===== src/rtl/core/frwm_pkg.sv =====
package frwm_pkg;

  // Field widths of the channels and the configuration port.
  localparam int TS_W       = 64;
  localparam int DELTA_W    = 32;
  localparam int RATE_W     = 48;
  localparam int FRAME_W    = 64;
  localparam int CNT_W      = 7;
  localparam int CFG_IDX_W  = 2;
  localparam int CFG_DATA_W = 32;

  // The window holds at most 127 intervals (7-bit size), so the sum fits in 39 bits.
  localparam int SUM_W  = DELTA_W + CNT_W;
  // Nanoseconds per second needs 30 bits; count * 1e9 needs 37 bits.
  localparam int NS_W   = 30;
  localparam int NUM_W  = NS_W + CNT_W;
  // Dividend is count * 1e9 scaled by 2^16 for the Q.16 fraction.
  localparam int FRAC_W = 16;
  localparam int DVD_W  = NUM_W + FRAC_W;
  localparam int STEP_W = $clog2(DVD_W);

  localparam logic [NS_W-1:0]    NS_PER_SEC    = NS_W'(1000000000);
  localparam logic [DELTA_W-1:0] MAX_DELTA_RST = DELTA_W'(250000000);
  localparam logic [CNT_W-1:0]   WIN_SIZE_RST  = CNT_W'(60);
  localparam int                 WINDOW_MAX_DEF = 64;

  // Configuration register indexes.
  localparam logic [CFG_IDX_W-1:0] REG_MAX_DELTA   = CFG_IDX_W'(0);
  localparam logic [CFG_IDX_W-1:0] REG_WINDOW_SIZE = CFG_IDX_W'(1);

  typedef enum logic [2:0] {
    ST_IDLE,
    ST_CLAMP,
    ST_UPDATE,
    ST_DIV_INIT,
    ST_DIV,
    ST_EMIT
  } frwm_state_t;

  typedef struct packed {
    logic accept;
    logic clamp;
    logic update;
    logic div_init;
    logic div_step;
    logic load_out;
  } frwm_cmd_t;

  typedef struct packed {
    logic div_last;
    logic out_free;
  } frwm_sts_t;

endpackage


===== src/rtl/core/frwm_in_if.sv =====
interface frwm_in_if;
  logic                       valid;
  logic                       ready;
  logic [frwm_pkg::TS_W-1:0]  timestamp_ns;

  modport source (output valid, output timestamp_ns, input ready);
  modport sink   (input valid, input timestamp_ns, output ready);
endinterface


===== src/rtl/core/frwm_out_if.sv =====
interface frwm_out_if;
  logic                          valid;
  logic                          ready;
  logic [frwm_pkg::DELTA_W-1:0]  delta_ns;
  logic [frwm_pkg::RATE_W-1:0]   rate_q16;
  logic [frwm_pkg::FRAME_W-1:0]  frame_number;
  logic [frwm_pkg::CNT_W-1:0]    filled_count;

  modport source (output valid, output delta_ns, output rate_q16, output frame_number,
                  output filled_count, input ready);
  modport sink   (input valid, input delta_ns, input rate_q16, input frame_number,
                  input filled_count, output ready);
endinterface


===== src/rtl/core/frame_rate_window_meter.sv =====
// Channel   Dir  Handshake            Beat contents
// in_ch     in   valid / ready        timestamp_ns (64 bits)
// out_ch    out  valid / ready        delta_ns, rate_q16, frame_number, filled_count
// cfg_*     in   cfg_we, no wait      cfg_index selects max_delta_ns or window_size
//
// After its beat is accepted, a result passes these steps: the interval subtract is
// registered at the accepting edge, then come the clamp, the window update, the
// divider load, the bit-serial restoring divider and the output load. The controller
// then returns to idle and takes no new beat until that result has been loaded.
// Reset is synchronous and active low; it empties the window and restores the
// register defaults. The ring memory itself is not cleared.
// A finished result waits in the output register while the next input beat is
// accepted; the controller holds in its emit state only while that register is full.

module frame_rate_window_meter #(
  parameter int WINDOW_MAX = frwm_pkg::WINDOW_MAX_DEF
) (
  input  logic                              clk,
  input  logic                              rst_n,
  frwm_in_if.sink                           in_ch,
  frwm_out_if.source                        out_ch,
  input  logic                              cfg_we,
  input  logic [frwm_pkg::CFG_IDX_W-1:0]    cfg_index,
  input  logic [frwm_pkg::CFG_DATA_W-1:0]   cfg_wdata
);
  import frwm_pkg::*;

  // The controller sequences the steps of one frame; the datapath holds the window,
  // the ring memory, the divider and the output register.
  frwm_cmd_t cmd;
  frwm_sts_t sts;

  frwm_ctrl u_ctrl (
    .clk      (clk),
    .rst_n    (rst_n),
    .in_valid (in_ch.valid),
    .in_ready (in_ch.ready),
    .cmd      (cmd),
    .sts      (sts)
  );

  // The rate is floor(count * 1e9 * 2^16 / sum), saturated to 48 bits, and zero
  // when every interval in the window is zero.
  frwm_dp #(
    .WINDOW_MAX (WINDOW_MAX)
  ) u_dp (
    .clk              (clk),
    .rst_n            (rst_n),
    .cfg_we           (cfg_we),
    .cfg_index        (cfg_index),
    .cfg_wdata        (cfg_wdata),
    .in_timestamp_ns  (in_ch.timestamp_ns),
    .cmd              (cmd),
    .sts              (sts),
    .out_valid        (out_ch.valid),
    .out_ready        (out_ch.ready),
    .out_delta_ns     (out_ch.delta_ns),
    .out_rate_q16     (out_ch.rate_q16),
    .out_frame_number (out_ch.frame_number),
    .out_filled_count (out_ch.filled_count)
  );

endmodule


===== src/rtl/core/frwm_ram.sv =====
module frwm_ram #(
  parameter int WIDTH = 32,
  parameter int DEPTH = 64
) (
  input  logic                                    clk,
  input  logic                                    we,
  input  logic [(DEPTH > 1 ? $clog2(DEPTH) : 1)-1:0] waddr,
  input  logic [WIDTH-1:0]                        wdata,
  input  logic [(DEPTH > 1 ? $clog2(DEPTH) : 1)-1:0] raddr,
  output logic [WIDTH-1:0]                        rdata
);

  logic [WIDTH-1:0] mem [DEPTH];
  logic [WIDTH-1:0] rdata_r;

  always_ff @(posedge clk) begin
    if (we) begin
      mem[waddr] <= wdata;
    end
    rdata_r <= mem[raddr];
  end

  assign rdata = rdata_r;

endmodule


===== src/rtl/core/frwm_ctrl.sv =====
module frwm_ctrl (
  input  logic                clk,
  input  logic                rst_n,
  input  logic                in_valid,
  output logic                in_ready,
  output frwm_pkg::frwm_cmd_t cmd,
  input  frwm_pkg::frwm_sts_t sts
);
  import frwm_pkg::*;

  frwm_state_t state_r;
  frwm_state_t state_nxt;

  always_ff @(posedge clk) begin
    if (!rst_n) begin
      state_r <= ST_IDLE;
    end else begin
      state_r <= state_nxt;
    end
  end

  always_comb begin
    state_nxt = state_r;
    cmd       = '0;
    in_ready  = 1'b0;
    unique case (state_r)
      ST_IDLE: begin
        in_ready = 1'b1;
        if (in_valid) begin
          cmd.accept = 1'b1;
          state_nxt  = ST_CLAMP;
        end
      end
      ST_CLAMP: begin
        cmd.clamp = 1'b1;
        state_nxt = ST_UPDATE;
      end
      ST_UPDATE: begin
        cmd.update = 1'b1;
        state_nxt  = ST_DIV_INIT;
      end
      ST_DIV_INIT: begin
        cmd.div_init = 1'b1;
        state_nxt    = ST_DIV;
      end
      ST_DIV: begin
        cmd.div_step = 1'b1;
        if (sts.div_last) begin
          state_nxt = ST_EMIT;
        end
      end
      ST_EMIT: begin
        if (sts.out_free) begin
          cmd.load_out = 1'b1;
          state_nxt    = ST_IDLE;
        end
      end
      default: begin
        state_nxt = ST_IDLE;
      end
    endcase
  end

  a_accept_starts: assert property (@(posedge clk) disable iff (!rst_n)
    cmd.accept |=> state_r == ST_CLAMP)
    else $error("accepted beat did not start the clamp step");

  a_div_ends: assert property (@(posedge clk) disable iff (!rst_n)
    (state_r == ST_DIV && sts.div_last) |=> state_r == ST_EMIT)
    else $error("divider finished but no result was emitted");

  a_one_cmd: assert property (@(posedge clk) disable iff (!rst_n)
    $onehot0({cmd.accept, cmd.clamp, cmd.update, cmd.div_init, cmd.div_step, cmd.load_out}))
    else $error("more than one datapath command at once");

endmodule


===== src/rtl/core/frwm_dp.sv =====
module frwm_dp #(
  parameter int WINDOW_MAX = frwm_pkg::WINDOW_MAX_DEF
) (
  input  logic                              clk,
  input  logic                              rst_n,
  input  logic                              cfg_we,
  input  logic [frwm_pkg::CFG_IDX_W-1:0]    cfg_index,
  input  logic [frwm_pkg::CFG_DATA_W-1:0]   cfg_wdata,
  input  logic [frwm_pkg::TS_W-1:0]         in_timestamp_ns,
  input  frwm_pkg::frwm_cmd_t               cmd,
  output frwm_pkg::frwm_sts_t               sts,
  output logic                              out_valid,
  input  logic                              out_ready,
  output logic [frwm_pkg::DELTA_W-1:0]      out_delta_ns,
  output logic [frwm_pkg::RATE_W-1:0]       out_rate_q16,
  output logic [frwm_pkg::FRAME_W-1:0]      out_frame_number,
  output logic [frwm_pkg::CNT_W-1:0]        out_filled_count
);
  import frwm_pkg::*;

  localparam int PTR_W = (WINDOW_MAX > 1) ? $clog2(WINDOW_MAX) : 1;

  // Zero is taken as one; sizes above the ring depth saturate.
  function automatic logic [CNT_W-1:0] clamp_ws(input logic [CNT_W-1:0] w);
    logic [CNT_W-1:0] res;
    res = w;
    if (w == '0) begin
      res = CNT_W'(1);
    end else if (int'(w) > WINDOW_MAX) begin
      res = CNT_W'(WINDOW_MAX);
    end
    return res;
  endfunction

  // Configuration and window state.
  logic [DELTA_W-1:0] max_r;
  logic [CNT_W-1:0]   ws_r;
  logic [TS_W-1:0]    prev_r;
  logic [SUM_W-1:0]   sum_r;
  logic [PTR_W-1:0]   cursor_r;
  logic [CNT_W-1:0]   held_r;
  logic [FRAME_W-1:0] frames_r;

  // Per-item working registers.
  logic [TS_W-1:0]    diff_r;
  logic [DELTA_W-1:0] delta_r;
  logic [SUM_W-1:0]   part_r;
  logic [NUM_W-1:0]   num_r;
  logic [DVD_W-1:0]   dvd_r;
  logic [DVD_W-1:0]   quo_r;
  logic [SUM_W-1:0]   rem_r;
  logic [STEP_W-1:0]  step_r;
  logic               zero_r;

  logic               out_valid_r;
  logic [DELTA_W-1:0] out_delta_r;
  logic [RATE_W-1:0]  out_rate_r;
  logic [FRAME_W-1:0] out_frame_r;
  logic [CNT_W-1:0]   out_count_r;

  logic [TS_W:0]      sub_ext;
  logic               full;
  logic [CNT_W-1:0]   held_nxt;
  logic [PTR_W-1:0]   cursor_nxt;
  logic [SUM_W:0]     trial;
  logic [DELTA_W-1:0] ring_rdata;
  logic [RATE_W-1:0]  rate_val;

  assign sub_ext  = {1'b0, in_timestamp_ns} - {1'b0, prev_r};
  assign full     = (held_r >= ws_r);
  assign held_nxt = full ? held_r : held_r + CNT_W'(1);
  assign cursor_nxt = (int'(cursor_r) + 1 >= int'(ws_r)) ? '0 : cursor_r + PTR_W'(1);
  assign trial    = {rem_r, dvd_r[DVD_W-1]} - {1'b0, sum_r};

  always_comb begin
    if (zero_r) begin
      rate_val = '0;
    end else if (|quo_r[DVD_W-1:RATE_W]) begin
      rate_val = '1;
    end else begin
      rate_val = quo_r[RATE_W-1:0];
    end
  end

  frwm_ram #(
    .WIDTH (DELTA_W),
    .DEPTH (WINDOW_MAX)
  ) u_ring (
    .clk   (clk),
    .we    (cmd.update),
    .waddr (cursor_r),
    .wdata (delta_r),
    .raddr (cursor_r),
    .rdata (ring_rdata)
  );

  // Window state, configuration and the output valid flag.
  always_ff @(posedge clk) begin
    if (!rst_n) begin
      max_r       <= MAX_DELTA_RST;
      ws_r        <= clamp_ws(WIN_SIZE_RST);
      prev_r      <= '0;
      sum_r       <= '0;
      cursor_r    <= '0;
      held_r      <= '0;
      frames_r    <= '0;
      out_valid_r <= 1'b0;
    end else begin
      if (cfg_we) begin
        unique case (cfg_index)
          REG_MAX_DELTA: begin
            max_r <= cfg_wdata[DELTA_W-1:0];
          end
          REG_WINDOW_SIZE: begin
            ws_r     <= clamp_ws(cfg_wdata[CNT_W-1:0]);
            sum_r    <= '0;
            cursor_r <= '0;
            held_r   <= '0;
          end
          default: begin
          end
        endcase
      end
      if (cmd.accept) begin
        prev_r <= in_timestamp_ns;
      end
      if (cmd.update) begin
        sum_r    <= part_r + SUM_W'(delta_r);
        held_r   <= held_nxt;
        cursor_r <= cursor_nxt;
        frames_r <= frames_r + FRAME_W'(1);
      end
      if (cmd.load_out) begin
        out_valid_r <= 1'b1;
      end else if (out_ready) begin
        out_valid_r <= 1'b0;
      end
    end
  end

  // Payload registers of the item in flight, the divider and the output payload.
  always_ff @(posedge clk) begin
    if (cmd.accept) begin
      diff_r <= sub_ext[TS_W] ? '0 : sub_ext[TS_W-1:0];
    end
    if (cmd.clamp) begin
      delta_r <= (diff_r > TS_W'(max_r)) ? max_r : diff_r[DELTA_W-1:0];
      part_r  <= full ? sum_r - SUM_W'(ring_rdata) : sum_r;
    end
    if (cmd.update) begin
      num_r <= NUM_W'(held_nxt) * NUM_W'(NS_PER_SEC);
    end
    if (cmd.div_init) begin
      dvd_r  <= {num_r, FRAC_W'(0)};
      quo_r  <= '0;
      rem_r  <= '0;
      step_r <= STEP_W'(DVD_W - 1);
      zero_r <= (sum_r == '0);
    end
    if (cmd.div_step) begin
      dvd_r  <= {dvd_r[DVD_W-2:0], 1'b0};
      step_r <= step_r - STEP_W'(1);
      if (trial[SUM_W]) begin
        rem_r <= {rem_r[SUM_W-2:0], dvd_r[DVD_W-1]};
        quo_r <= {quo_r[DVD_W-2:0], 1'b0};
      end else begin
        rem_r <= trial[SUM_W-1:0];
        quo_r <= {quo_r[DVD_W-2:0], 1'b1};
      end
    end
    if (cmd.load_out) begin
      out_delta_r <= delta_r;
      out_rate_r  <= rate_val;
      out_frame_r <= frames_r;
      out_count_r <= held_r;
    end
  end

  assign sts.div_last = (step_r == '0);
  assign sts.out_free = !out_valid_r || out_ready;

  assign out_valid        = out_valid_r;
  assign out_delta_ns     = out_delta_r;
  assign out_rate_q16     = out_rate_r;
  assign out_frame_number = out_frame_r;
  assign out_filled_count = out_count_r;

  a_held_bound: assert property (@(posedge clk) disable iff (!rst_n)
    held_r <= ws_r)
    else $error("window holds more intervals than its size");

  a_cursor_bound: assert property (@(posedge clk) disable iff (!rst_n)
    int'(cursor_r) < int'(ws_r))
    else $error("ring cursor left the window");

  a_empty_sum: assert property (@(posedge clk) disable iff (!rst_n)
    (held_r == '0) |-> (sum_r == '0))
    else $error("empty window with a nonzero sum");

endmodule


===== src/flat_wrapper.sv =====
// flat-port wrapper written by rule: the top's interface ports become plain ports
module frame_rate_window_meter_flat import frwm_pkg::*;
#(
  parameter int WINDOW_MAX = frwm_pkg::WINDOW_MAX_DEF
)
  (clk, rst_n, cfg_we, cfg_index, cfg_wdata, in_ch_valid, in_ch_timestamp_ns, in_ch_ready, out_ch_valid, out_ch_delta_ns, out_ch_rate_q16, out_ch_frame_number, out_ch_filled_count, out_ch_ready);
  frwm_in_if in_ch_i ();
  frwm_out_if out_ch_i ();
  input  logic clk;
  input  logic rst_n;
  input  logic cfg_we;
  input  logic [frwm_pkg::CFG_IDX_W-1:0] cfg_index;
  input  logic [frwm_pkg::CFG_DATA_W-1:0] cfg_wdata;
  input wire logic [$bits(in_ch_i.valid)-1:0] in_ch_valid;
  input wire logic [$bits(in_ch_i.timestamp_ns)-1:0] in_ch_timestamp_ns;
  output wire logic [$bits(in_ch_i.ready)-1:0] in_ch_ready;
  output wire logic [$bits(out_ch_i.valid)-1:0] out_ch_valid;
  output wire logic [$bits(out_ch_i.delta_ns)-1:0] out_ch_delta_ns;
  output wire logic [$bits(out_ch_i.rate_q16)-1:0] out_ch_rate_q16;
  output wire logic [$bits(out_ch_i.frame_number)-1:0] out_ch_frame_number;
  output wire logic [$bits(out_ch_i.filled_count)-1:0] out_ch_filled_count;
  input wire logic [$bits(out_ch_i.ready)-1:0] out_ch_ready;
  assign in_ch_i.valid = in_ch_valid;
  assign in_ch_i.timestamp_ns = in_ch_timestamp_ns;
  assign in_ch_ready = in_ch_i.ready;
  assign out_ch_valid = out_ch_i.valid;
  assign out_ch_delta_ns = out_ch_i.delta_ns;
  assign out_ch_rate_q16 = out_ch_i.rate_q16;
  assign out_ch_frame_number = out_ch_i.frame_number;
  assign out_ch_filled_count = out_ch_i.filled_count;
  assign out_ch_i.ready = out_ch_ready;
  frame_rate_window_meter #(.WINDOW_MAX(WINDOW_MAX)) u_core (.clk(clk), .rst_n(rst_n), .in_ch(in_ch_i), .out_ch(out_ch_i), .cfg_we(cfg_we), .cfg_index(cfg_index), .cfg_wdata(cfg_wdata));
endmodule

===== config.mk =====
export PLATFORM = sky130hd
export DESIGN_NAME = frame_rate_window_meter_flat
export DESIGN_NICKNAME = d
export VERILOG_FILES = /design/src/rtl/core/frwm_pkg.sv /design/src/rtl/core/frwm_in_if.sv /design/src/rtl/core/frwm_out_if.sv /design/src/rtl/core/frame_rate_window_meter.sv /design/src/rtl/core/frwm_ram.sv /design/src/rtl/core/frwm_ctrl.sv /design/src/rtl/core/frwm_dp.sv /design/src/flat_wrapper.sv
export SDC_FILE = /design/constraint.sdc
export NUM_CORES = 2
export LEC_CHECK = 0
export ABC_AREA = 1
export BUFFER_PORTS_ARGS = -buffer_cell sky130_fd_sc_hd__buf_2
export CORE_MARGIN = 1.5
export CORE_UTILIZATION = 45
export DETAILED_ROUTE_END_ITERATION = 10
export PLACE_DENSITY = 0.7
export SLEW_MARGIN = 15
export SYNTH_ARGS = -nofsm -noshare
export SYNTH_HDL_FRONTEND = slang
export SYNTH_SLANG_ARGS = --single-unit

===== constraint.sdc =====
create_clock -name clk -period 22.4 [get_ports clk]
set_input_delay 1.12 -clock clk [delete_from_list [all_inputs] [get_ports clk]]
set_output_delay 1.12 -clock clk [all_outputs]
set_load 0.005 [all_outputs]

---- Word level (Yosys, flattened, before mapping) ----
Memories as Yosys holds them, arrays and structs flattened. A register that Yosys moved wholly into a read port is not among the register bits.
Index checks and enable logic that the tools add are counted.
cells by class
  add/subtract/negate cells ............... 9
  multipliers ............................. 1
  order comparisons ....................... 4
  eq/ne operators ......................... 9
  mux-type cells .......................... 43
  reductions and logical operators ........ 16
operators by type and width
  cell                                                 count
  two-way mux 39 bit                                   7
  two-way mux 53 bit                                   4
  subtractor 64 x 64 -> 65 bit                         1
  adder 64 x 1 -> 64 bit (second input constant)       1
  > comparator 64 x 32 -> 1 bit                        1
  two-way mux 48 bit                                   1
  two-way mux 7 bit                                    6
  subtractor 40 x 39 -> 40 bit                         1
  adder 39 x 32 -> 39 bit                              1
  zero test 39 bit                                     1
  subtractor 39 x 32 -> 39 bit                         1
  two-way mux 6 bit                                    6
  two-way mux 32 bit                                   1
  multiplier 7 x 21 -> 28 bit (second input constant)  1
  case mux 3 bit (6 select lines)                      1
  >= comparator 7 bit                                  2
  two-way mux 1 bit                                    14
  two-way mux 3 bit                                    3
  nonzero test 2 bit                                   4
  adder 6 x 1 -> 7 bit (second input constant)         1
  adder 7 x 1 -> 7 bit (second input constant)         1
  > comparator 7 bit (second input constant)           1
  zero test 7 bit                                      1
  adder 6 x 1 -> 6 bit (second input constant)         1
  15 further kinds                                     20
storage, ports and cells
  flip-flop bits (word level) ............. 664
  RAM bits ................................ 2,048
  bits of input ports ..................... 103
  output and inout bits ................... 153
  word-level logic and storage cells ...... 106
  memories ................................ 1
memories
  memory                  depth  bits a word  rd ports  clocked after Yosys merged registers in  write ports  line            source
  u_core.u_dp.u_ring.mem  64     32           1         1                                        1            frwm_ram.sv:13  logic [WIDTH-1:0] mem [DEPTH];

---- Longest topological paths before layout ----
  depth after elaboration ................. 5
  gate-level depth with buffers ........... 30

---- Hierarchy ----
A second synthesis with hierarchy kept.
second synthesis, totals
  cell total of the unflattened synthesis .. 12,628
  area total of the unflattened synthesis .. 126,212.3 um^2
by module, submodules not included
  module     times used  cells an instance  area an instance (um^2)
  frwm_ram   1           6,769              82,738.1
  frwm_dp    1           5,826              43,255.2
  frwm_ctrl  1           33                 219.0

---- Worst setup path before layout ----
OpenSTA, ideal clock, no wires.
  path type ............................... reg2reg
  from .................................... register u_core.u_ctrl.state_r[0]
  to ...................................... register u_core.u_ctrl.state_r[2]
  library setup time ...................... 0.087 ns
  arrival time ............................ 10.123 ns
  data required time ...................... 22.313 ns
  path slack .............................. 12.190 ns
  cell stages (with the launch flop) ...... 5
  buffers on the path ..................... 0
  cells stage by stage .................... dfxtp_1 -> nand2_1 -> o21ai_0 -> o211ai_1 -> inv_1
on the way
  elaborated cells between the ends (all ways) .. 11
  those cells by class .................... 8 x eq/ne; 1 x mux; 2 x reduce/logical
RTL lines
  what                                   line             source
  from (decl)                            frwm_ctrl.sv:11  frwm_state_t state_r;
  from (signal assigned)                 frwm_ctrl.sv:18  state_r <= state_nxt;
  == test 3 bit (tied with other cells)  frwm_ctrl.sv:26  unique case (state_r)
  case mux 3 bit (6 select lines) (*)    frwm_ctrl.sv:26
  via u_core.u_ctrl.state_nxt[2]         frwm_ctrl.sv:12  frwm_state_t state_nxt;
Mark *: on every way through the listed nets, which the timed path passes. The rest lies on a longest branch.
A chain may end at the register's enable or synchronous reset.

---- Worst setup path in the final report ----
  from .................................... register u_core.u_dp.held_r[0]
  to ...................................... register u_core.u_dp.num_r[33] (data pin)
on the way
  cells in the longest elaborated chain, start to end .. 3
  elaborated cells between the ends (all ways) .. 4
  those cells by class .................... 1 x add/sub; 1 x mul; 1 x order compare; 1 x mux
ends and longest elaborated chain
  what                                                         line                          source
  from (decl)                                                  frwm_dp.sv:41                 logic [CNT_W-1:0] held_r;
  from (signal assigned)                                       frwm_dp.sv:129                held_r <= held_nxt;
  adder 7 x 1 -> 7 bit or >= comparator 7 bit (tied branches)  frwm_dp.sv:71, frwm_dp.sv:70
  two-way mux 7 bit (*)                                        frwm_dp.sv:71                 assign held_nxt = full ? held_r : held_r + CNT_W'(1);
  multiplier 7 x 21 -> 28 bit (*)                              frwm_dp.sv:151                num_r <= NUM_W'(held_nxt) * NUM_W'(NS_PER_SEC);
  to (signal assigned)                                         frwm_dp.sv:151
  to (decl)                                                    frwm_dp.sv:48                 logic [NUM_W-1:0] num_r;
Mark *: on every way between the ends. The rest lies on a longest branch, timed or not.

==> reports/results.ini <==
[min_path]
hold_class=flop to flop

[run]
drv_cap=0

[drt]
drt_wl_total_um=379000
vias=86169
first_iter_violations=11380
wl_per_cell_um=24.95
routed_via_density=5.672
postRouteAntennaNets=0
drc=0
dr.pass1.iters=6

[worst_setup_path]
cpPeakStageDelay_ns=0.56
required_ns=23.03
crit_family=adder cells
setup.worst_path.start_class=flop
path_max_fanout=62
cp_num_buf_inv=6
critPathKind=flop to flop
crit_slowest_cell=buf_4
cpMostUsedCell=inv_1
cp-end-kind=flop
worstPathArrival_ns=7.73

[logic_synthesis]
synth_edf_count=2489
syn_inst=11055
ys_types=62
syn-mean-instance-area_um2=10.89
syn_nets=11469
syn_area_um2=120300
synth-seq-cells=2744
synthArstFlopShare_pct=0
ys.flop_type=edfxtp_1
yosysTopAreaCell=edfxtp_1
ys_top_cells_by_area=edfxtp_1 62%, nand2_1 9.8%, dfxtp_1 4.2%
ys_warn_count=0
yosysTopAreaCellShare_pct=62.11
ys_seq_area_share_pct=66.35

[pwr]
ir_drop_uv=87.02
powerDensity_nw_per_um2=88.23
sw_frac_of_total_pct=25.43
clkPwrFrac_pct=40.5
p_int_mw=8.944
combPwrFrac_pct=11.0
leakagePower_nw=51.38
p_seq_share_pct=48.5
switching_power_mw=3.051

[final_layout]
fin_area_um2=135900
layout.nets=11850
drive_gt1_share_pct=9.018
finalNonFillerCells=15191
area_delta_synth_final_pct=12.97
mostFrequentLayoutCells=3,143 x nand2_1, 2,489 x edfxtp_1, 1,199 x inv_1
final_util_pct=51.19
layout_commonest_cell=nand2_1

[floorplan]
start_util_pct=45.32
die_area_um2=270500
die_w_um=520.1
row_count=189
core_um2=265600
dieHeight_um=520.1
io_pins=256

[run_status]
status=finished, final reports clean

[sta]
fin_crit_sh_pct=31.67
worst_pin_slew_ns=1.232
slew_violations=0
hold_viol_final=0
tns_ns=0
min_period_ns=7.095
fin_skew_ns=0.08262
rsz0062_at_grt=false
setup_viol=0
relSlewSlack_pct=17.66
fmax_mhz=140.9

[clocking]
numClockSinks=2744
cts_setup_buffers=0
cts.path.max_buffers=4
clk_latency_ns=0.98
cts_tree=done
root_buffer=clkbuf_16
clkTransAtPathRegs_ns=0.06
postCtsHoldBufs=0
htree_levels=5
tritoncts.num_buffers=303
cts-resized-gates=0

[global_route]
overflow=0
grt_max_degree=112
grt_pass1_wl_um=548300
track_usage_pct=27.46
grt_pass1_vias=83152
antenna_found_initial=28

[place]
io_buffers=255
dp.cells=14664
dpl_cell_area_um2=126400
place.gp.congestion=0.9567
dpl.hpwl_um=238100

==> final cells by class <==
type	count	area, um^2
clock buffers	381	8103
flip-flops and latches	2744	79850
well taps	3533	4420
diodes	4	10.01
fillers	22804	129600
repair buffers	438	2690
inverters	1221	4624
multi-input cells	6728	34820
clock inverters	142	1431
==> cell usage after synthesis, drive strengths merged, types with 122 or more instances <==
library cell     n
edfxtp        2489
clkbuf         150
inv           1219
nand4          201
buf            212
ha             280
o2111ai        122
dfxtp          255
a21oi          542
a22oi          162
nand2         3158
nor2           815
nand3          396
o21ai          444
==> worst paths after layout <==
path	from	to	slack, ns	cells past startpoint
setup reg to reg	u_core.u_dp.held_r[0]	u_core.u_dp.num_r[33]	15.31	25
setup / recovery	u_core.u_dp.held_r[0]	u_core.u_dp.num_r[33]	15.31	25
hold reg to reg	u_core.u_dp.frames_r[63]	u_core.u_dp.out_frame_number[63]	0.43	0
hold / removal	u_core.u_dp.frames_r[63]	u_core.u_dp.out_frame_number[63]	0.43	0
==> metal layers <==
metal	GRT usage [%]	wire (um)
met3	5.758	40850
met2	43.34	171400
met4	11.41	16880
met1	36.91	149900
met5	0	36
==> stage by stage <==
stage	hold slack [ns]	setup WS, ns	total power [mW]
6_report	0.4303	15.31	11.99
5_1_grt	0.4390	14.86	12.35
4_1_cts	0.3993	15.43	12.02
3_5_place_dp	0.4146	15.48	7.223
3_3_place_gp	0.4216	15.35	7.205
2_1_floorplan	0.4082	12.19	6.732
==> cells by family (layout without fill, tap and decap cells) <==
group,Yosys count,count (layout),synth area share (%)
AND/OR/NAND/NOR,4749,4749,16.17
flip-flops,2744,2744,66.35
buffers and inverters,1583,2182,5.216
AO/OA/AOI/OAI,1531,1531,7.830
adder cells (fa/ha/maj),311,311,3.427
XOR/XNOR,137,137,1.003
other,0,4,0
==> registers in the layout, indices dropped and copies added, names as in the netlist, 32 cells and up <==
name,flops
u_core.u_dp.u_ring.rdata,32
u_core.u_dp.out_rate_q16,48
u_core.u_dp.quo_r,53
u_core.u_dp.max_r,32
u_core.u_dp.out_frame_number,64
u_core.u_dp.out_delta_ns,32
u_core.u_dp.rem_r,39
u_core.u_dp.part_r,39
u_core.u_dp.frames_r,64
u_core.u_dp.diff_r,64
u_core.u_dp.delta_r,32
u_core.u_dp.sum_r,39
u_core.u_dp.u_ring.mem,2048
u_core.u_dp.prev_r,64
==> power groups by stage <==
stage | Clock (mW) | Combinational [mW] | Sequential, mW
2_1_floorplan | 0 | 0.784 | 5.95
3_3_place_gp | 0 | 1.28 | 5.92
3_5_place_dp | 0 | 1.30 | 5.93
4_1_cts | 4.89 | 1.30 | 5.82
6_report | 4.85 | 1.32 | 5.82
5_1_grt | 5.08 | 1.44 | 5.83
Power figures use the tool's default switching activity.
